**config.mk**
```make
export PLATFORM = sky130hd
export DESIGN_NAME = parallel_rgb_led_chain_encoder
export DESIGN_NICKNAME = d
export VERILOG_FILES = /design/src/rtl/core/rgbenc_pkg.sv /design/src/rtl/core/parallel_rgb_led_chain_encoder.sv
export SDC_FILE = /design/constraint.sdc
export NUM_CORES = 1
export LEC_CHECK = 0
export BUFFER_PORTS_ARGS = -buffer_cell sky130_fd_sc_hd__buf_2
export CAP_MARGIN = 20
export CORE_UTILIZATION = 30
export DETAILED_ROUTE_END_ITERATION = 16
export SETUP_SLACK_MARGIN = 0.1
export SKIP_CTS_REPAIR_TIMING = 1
export SYNTH_ARGS = -nofsm -noshare
export SYNTH_HDL_FRONTEND = slang
export SYNTH_SLANG_ARGS = --single-unit
```
**constraint.sdc**
```tcl
create_clock -name i_clk -period 4.93 [get_ports i_clk]
set_input_delay 0.2465 -clock i_clk [delete_from_list [all_inputs] [get_ports i_clk]]
set_output_delay 0.2465 -clock i_clk [all_outputs]
set_load 0.02 [all_outputs]
```
**src/rtl/core/rgbenc_pkg.sv**
```systemverilog
// shared types and constants for the parallel rgb led chain encoder
// no dependencies; imported by parallel_rgb_led_chain_encoder
package rgbenc_pkg;

    localparam int CHAIN_COUNT_DEF  = 8;
    localparam int CHAIN_MAX        = 8;
    localparam int BITS_PER_BYTE    = 8;

    localparam logic [15:0] RESET_HOLD_RST = 16'(80 * 16);
    localparam logic [7:0]  LEAD_HOLD_RST  = 8'd2;
    localparam logic [7:0]  DATA_HOLD_RST  = 8'd5;
    localparam logic [7:0]  TAIL_HOLD_RST  = 8'd10;

    localparam int PADDR_W = 4;
    localparam int PDATA_W = 32;

    // register index, taken from paddr[3:2]
    typedef enum logic [1:0] {
        REG_RESET_HOLD = 2'd0,
        REG_LEAD_HOLD  = 2'd1,
        REG_DATA_HOLD  = 2'd2,
        REG_TAIL_HOLD  = 2'd3
    } t_reg_idx;

    typedef struct packed {
        logic [CHAIN_MAX*BITS_PER_BYTE-1:0] chain_bytes;
        logic                               frame_start;
    } t_in_item;

    typedef struct packed {
        logic [CHAIN_MAX-1:0] pin_levels;
        logic [15:0]          hold_cycles;
        logic                 last_phase;
    } t_out_item;

endpackage

```
**src/rtl/core/parallel_rgb_led_chain_encoder.sv**
```systemverilog
// parallel rgb led chain encoder: top level, phase sequencer and register file
// depends on rgbenc_pkg
//
// usage
//   input channel (i_in_valid / o_in_ready / i_in_data): one item carries one
//   colour byte per chain and a frame_start flag
//   output channel (o_out_valid / i_out_ready / o_out_data): one item per timed
//   pin phase; for each bit-plane (msb first) a lead phase with all used pins
//   high, a data phase showing the plane and a tail phase with all pins low;
//   a frame_start item is preceded by one all-low reset phase
//   apb port: reset_hold at 0x0, lead_high_hold at 0x4, data_hold at 0x8,
//   tail_low_hold at 0xc; pready always high, reads return the register
// an accepted item is held in the item register and sequencer, and its first
//   phase then moves from there into the output register
// each item gives eight bit-planes of three phases, one more with frame_start;
//   the single output register takes one phase per cycle while the receiver keeps up
// the next item is accepted in the cycle the current item's final phase is
//   loaded, so phases stream with no gap while the receiver keeps up
// when the receiver stalls the output register holds and the sequencer waits
// reset restores the default hold times and empties both stages
module parallel_rgb_led_chain_encoder
    import rgbenc_pkg::*;
#(
    parameter int CHAIN_COUNT = CHAIN_COUNT_DEF
) (
    input  logic                 i_clk,
    input  logic                 i_rst_n,

    input  logic                 i_in_valid,
    output logic                 o_in_ready,
    input  t_in_item             i_in_data,

    output logic                 o_out_valid,
    input  logic                 i_out_ready,
    output t_out_item            o_out_data,

    input  logic                 psel,
    input  logic                 penable,
    input  logic                 pwrite,
    input  logic [PADDR_W-1:0]   paddr,
    input  logic [PDATA_W-1:0]   pwdata,
    output logic [PDATA_W-1:0]   prdata,
    output logic                 pready
);

    // pins of chains that exist; the rest stay low
    localparam logic [CHAIN_MAX-1:0] PIN_MASK = CHAIN_MAX'((1 << CHAIN_COUNT) - 1);

    typedef enum logic [1:0] {
        PH_RESET,
        PH_LEAD,
        PH_DATA,
        PH_TAIL
    } t_phase;

    // hold-time registers
    logic [15:0] r_reset_hold;
    logic [7:0]  r_lead_hold;
    logic [7:0]  r_data_hold;
    logic [7:0]  r_tail_hold;

    // item register and sequencer
    logic                               r_busy;
    logic [CHAIN_MAX*BITS_PER_BYTE-1:0] r_bytes;
    t_phase                             r_phase;
    logic [2:0]                         r_bit;

    // output register
    logic       r_out_valid;
    t_out_item  r_out;

    logic       advance;
    logic       final_phase;
    logic       accept;
    logic       cfg_wr;
    t_reg_idx   reg_idx;
    logic [CHAIN_MAX-1:0] plane;
    t_out_item  n_out;
    t_phase     n_phase;
    logic [2:0] n_bit;

    assign pready  = 1'b1;
    assign reg_idx = t_reg_idx'(paddr[3:2]);
    assign cfg_wr  = psel && penable && pwrite;

    // register read-back
    always_comb begin
        prdata = '0;
        unique case (reg_idx)
            REG_RESET_HOLD: prdata = PDATA_W'(r_reset_hold);
            REG_LEAD_HOLD:  prdata = PDATA_W'(r_lead_hold);
            REG_DATA_HOLD:  prdata = PDATA_W'(r_data_hold);
            REG_TAIL_HOLD:  prdata = PDATA_W'(r_tail_hold);
        endcase
    end

    always_ff @(posedge i_clk) begin
        if (!i_rst_n) begin
            r_reset_hold <= RESET_HOLD_RST;
            r_lead_hold  <= LEAD_HOLD_RST;
            r_data_hold  <= DATA_HOLD_RST;
            r_tail_hold  <= TAIL_HOLD_RST;
        end else if (cfg_wr) begin
            unique case (reg_idx)
                REG_RESET_HOLD: r_reset_hold <= pwdata[15:0];
                REG_LEAD_HOLD:  r_lead_hold  <= pwdata[7:0];
                REG_DATA_HOLD:  r_data_hold  <= pwdata[7:0];
                REG_TAIL_HOLD:  r_tail_hold  <= pwdata[7:0];
            endcase
        end
    end

    // a phase moves into the output register when it is empty or being drained
    assign advance     = r_busy && (!r_out_valid || i_out_ready);
    assign final_phase = (r_phase == PH_TAIL) && (r_bit == 3'd7);
    assign o_in_ready  = !r_busy || (advance && final_phase);
    assign accept      = i_in_valid && o_in_ready;

    // transpose: bit c of the plane is the current bit of chain c's byte
    always_comb begin
        logic [BITS_PER_BYTE-1:0] byte_c;
        plane = '0;
        for (int c = 0; c < CHAIN_COUNT; c++) begin
            byte_c   = r_bytes[c*BITS_PER_BYTE +: BITS_PER_BYTE];
            plane[c] = byte_c[~r_bit];
        end
    end

    // phase payload and next sequencer position
    always_comb begin
        n_out   = '0;
        n_phase = r_phase;
        n_bit   = r_bit;
        unique case (r_phase)
            PH_RESET: begin
                n_out.hold_cycles = r_reset_hold;
                n_phase           = PH_LEAD;
            end
            PH_LEAD: begin
                n_out.pin_levels  = PIN_MASK;
                n_out.hold_cycles = 16'(r_lead_hold);
                n_phase           = PH_DATA;
            end
            PH_DATA: begin
                n_out.pin_levels  = plane & PIN_MASK;
                n_out.hold_cycles = 16'(r_data_hold);
                n_phase           = PH_TAIL;
            end
            PH_TAIL: begin
                n_out.hold_cycles = 16'(r_tail_hold);
                n_out.last_phase  = final_phase;
                n_phase           = PH_LEAD;
                n_bit             = r_bit + 3'd1;
            end
            default: begin
                n_phase = PH_LEAD;
            end
        endcase
    end

    always_ff @(posedge i_clk) begin
        if (!i_rst_n) begin
            r_busy      <= 1'b0;
            r_phase     <= PH_LEAD;
            r_bit       <= '0;
            r_out_valid <= 1'b0;
        end else begin
            // output register
            if (advance) begin
                r_out_valid <= 1'b1;
                r_out       <= n_out;
            end else if (i_out_ready) begin
                r_out_valid <= 1'b0;
            end

            // sequencer: a new item may load in the cycle the last phase leaves
            if (accept) begin
                r_busy  <= 1'b1;
                r_phase <= i_in_data.frame_start ? PH_RESET : PH_LEAD;
                r_bit   <= '0;
            end else if (advance) begin
                if (final_phase) begin
                    r_busy <= 1'b0;
                end
                r_phase <= n_phase;
                r_bit   <= n_bit;
            end
        end
    end

    // item payload register
    always_ff @(posedge i_clk) begin
        if (accept) begin
            r_bytes <= i_in_data.chain_bytes;
        end
    end

    assign o_out_valid = r_out_valid;
    assign o_out_data  = r_out;

endmodule
```
==> results.json <==
{
  "clockPowerShare": 0.452,
  "cp-start-kind": "flip-flop",
  "drt_first_pass_iters": 4,
  "grtUsageTotal": 0.140,
  "ys_seq_area_frac": 0.622,
  "n_antenna_cell": 0,
  "postSynthAreaPerCell_um2": 13.6,
  "die_x_um": 141,
  "grt_pass1_wl_mm": 20.6,
  "finalCritPeriodShare": 0.625,
  "num_rows": 50,
  "max_slew_margin": 0.365,
  "die_h_um": 141,
  "drt_iter0_drc": 200,
  "numCtsBuffers": 17,
  "synth_common_cells": "89 x edfxtp_1, 50 x mux2i_1, 47 x dfxtp_1",
  "core_um2": 18800,
  "cts_tree": "done",
  "place_congestion": 0.740,
  "outcome": "complete, no violations",
  "grt_start_max_net_pins": 46,
  "fillers": 1741,
  "clk_pin_slew_ns": 0.06,
  "clk_path_buf_depth": 2,
  "p_seq_frac": 0.459,
  "switching_share": 0.227,
  "grt_pass1_vias": 3880,
  "areaGrowthSynthToFinish_pct": 33.2,
  "fin_nets": 724,
  "synth_top_area_cell": "edfxtp_1",
  "drive_gt1_frac": 0.299,
  "portBuffers": 132,
  "power.switching_w": 0.000637,
  "tns_ns": 0,
  "multi_input_area_um2": 1960,
  "yosysWarnings": 0,
  "path_class": "flip-flop to flip-flop",
  "reg2reg_from": "r_bit[0]",
  "cap_violations": 0,
  "cts_sinks": 136,
  "worst_slew_pin_slew_ns": 0.950,
  "regToRegSetupSlack_ns": 1.85,
  "arrival_ns": 3.19,
  "post_drt_wl_per_cell_um": 15.7,
  "grt-ovfl-total": 0,
  "p_int_w": 0.00217,
  "worstSetupEndpointType": "flip-flop",
  "htree_levels": 4,
  "fmax_ghz": 0.324,
  "slew_violations": 0,
  "synth-edff-count": 89,
  "utilization": 0.411,
  "initial_core_util": 0.309,
  "die_area_um2": 19900,
  "synth_most_common_cell": "edfxtp_1",
  "r2r_cells": 6,
  "syn_area_um2": 5810,
  "synthFlopType": "edfxtp_1",
  "drc": 0,
  "place_hpwl_mm": 9.22,
  "ys_seq_elements": 136,
  "wirelength_mm": 13.8,
  "rsz0062_at_grt": "false",
  "yosysUniqueCellTypes": 37,
  "power_density_nw_per_um2": 363,
  "vias": 3973,
  "grt_antenna_before_repair": 0,
  "netlist_top_cells_area": "edfxtp_1 46%, dfxtp_1 16%, mux2i_1 8.6%",
  "hold_path_startpoint": "i_in_data[19]",
  "crit_required_ns": 5.04,
  "final_hold_viol_count": 0,
  "regArea_um2": 3610,
  "pwr-share-comb": 0.089,
  "ioPinCount": 168,
  "vias_per_cell": 4.50,
  "cts_root_buf": "clkbuf_16",
  "worst_hold_path.endpoint": "r_bytes[18]",
  "hp-class": "input pin to flip-flop",
  "worst_clock_skew_ns": 0.00727,
  "final-setup-viol-count": 0,
  "holdPathStages": 1,
  "hold_slack_ns": 0.0112,
  "postRouteAntennaNets": 0,
  "p_leak_nw": 2.96,
  "reg2reg_to": "r_bytes[42]",
  "peakVddDrop_uv": 239,
  "synthArstFlopShare": 0,
  "critPathMaxFanout": 36,
  "clk_latency_ns": 0.42,
  "synthCells": 428,
  "netlist.area_leader.share": 0.460,
  "period_minus_slack_ns": 3.08
}
==> worst max-delay path, cell delays in order, from the launching register on <==
cell and delay, ns:
dfxtp_2 0.87, ha_1 0.28, ha_1 0.15, nand2_1 0.07, o21a_1 0.27, nor2_4 0.73, buf_4 0.38
==> area by class of cell <==
type / instances / area share
sequential: 136 / 0.467
clock inverter: 13 / 0.0199
multi-input combinational: 254 / 0.254
timing repair buffer: 187 / 0.155
inverter: 14 / 0.00679
clock buffer: 18 / 0.0554
tap: 260 / 0.0420
==> sequential cells by signal, indices dropped and copies added (netlist names) <==
name	flops
r_tail_hold	8
o_out_valid	1
r_data_hold	8
o_out_data	25
r_bytes	64
r_phase	2
r_reset_hold	16
r_busy	1
r_lead_hold	8
r_bit	3
==> kinds of logic after synthesis <==
logic type,synth area share
buffers and inverters,0.0517
AOI/OAI and AO/OA,0.0618
and+or+nand+nor,0.101
muxes,0.148
adders and majority gates,0.0129
xor gates and xnor gates,0.00151
DFF,0.622
other,0.00129
==> placed cells by master, fill, tap and decap left out, types with 3 or more instances in the layout <==
master	netlist	final
a21boi_0	12	12
a21boi_1	3	3
a21oi_1	7	7
a222oi_1	8	8
a22oi_1	5	5
a31oi_1	4	4
and2_1	16	16
buf_2	6	132
buf_4	19	3
bufinv_16	0	3
clkbuf_16	0	17
clkinv_1	0	3
clkinv_4	0	3
conb_1	2	17
dfxtp_1	47	46
dlygate4sd3_1	0	52
edfxtp_1	89	89
ha_1	6	6
inv_1	13	13
mux2i_1	50	50
mux4_2	16	16
nand2_1	41	41
nand3_1	6	6
nor2_1	15	14
nor2b_1	22	22
o21ai_0	8	8
==> routing by layer <==
layer  part of all wire  up-vias  routed length (µm)  global-route usage
li1                   -     1893                   -                   -
met1               0.39     1900                5440               0.153
met2               0.52      160                7180               0.244
met3              0.073       20                1010              0.0469
met4              0.015        0                 209              0.0635
met5                  0        -                   0                   0
==> how the worst max path moves through the flow <==
stage          slack [ns]  startpoint  depth (start not counted)           to
2_1_floorplan        0.54  r_phase[0]                          6   r_phase[0]
3_3_place_gp         1.87    r_bit[0]                          6  r_bytes[34]
3_5_place_dp         1.82    r_bit[0]                          6  r_bytes[35]
4_1_cts              1.80    r_bit[0]                          6  r_bytes[42]
5_1_grt              1.56    r_bit[0]                          6   r_bytes[2]
6_report             1.85    r_bit[0]                          6  r_bytes[42]
==> through the flow <==
step	total power, W	cells	cell area, µm²	worst slack, ns
floorplan	0.00145	443	5870	0.543
global placement	0.00153	799	6640	1.87
detailed placement	0.00153	799	6640	1.82
CTS	0.00279	830	7220	1.80
global route	0.00290	882	7740	1.56
finish	0.00281	882	7740	1.85
==> power groups by stage <==
stage | Clock, W | Combinational [W] | Sequential (W)
finish | 0.00127 | 0.000250 | 0.00129
detailed placement | 0 | 0.000220 | 0.00131
global route | 0.00134 | 0.000274 | 0.00129
CTS | 0.00128 | 0.000220 | 0.00129
global placement | 0 | 0.000215 | 0.00131
floorplan | 0 | 0.000128 | 0.00132
No activity file was read; power rests on OpenSTA's default activity.
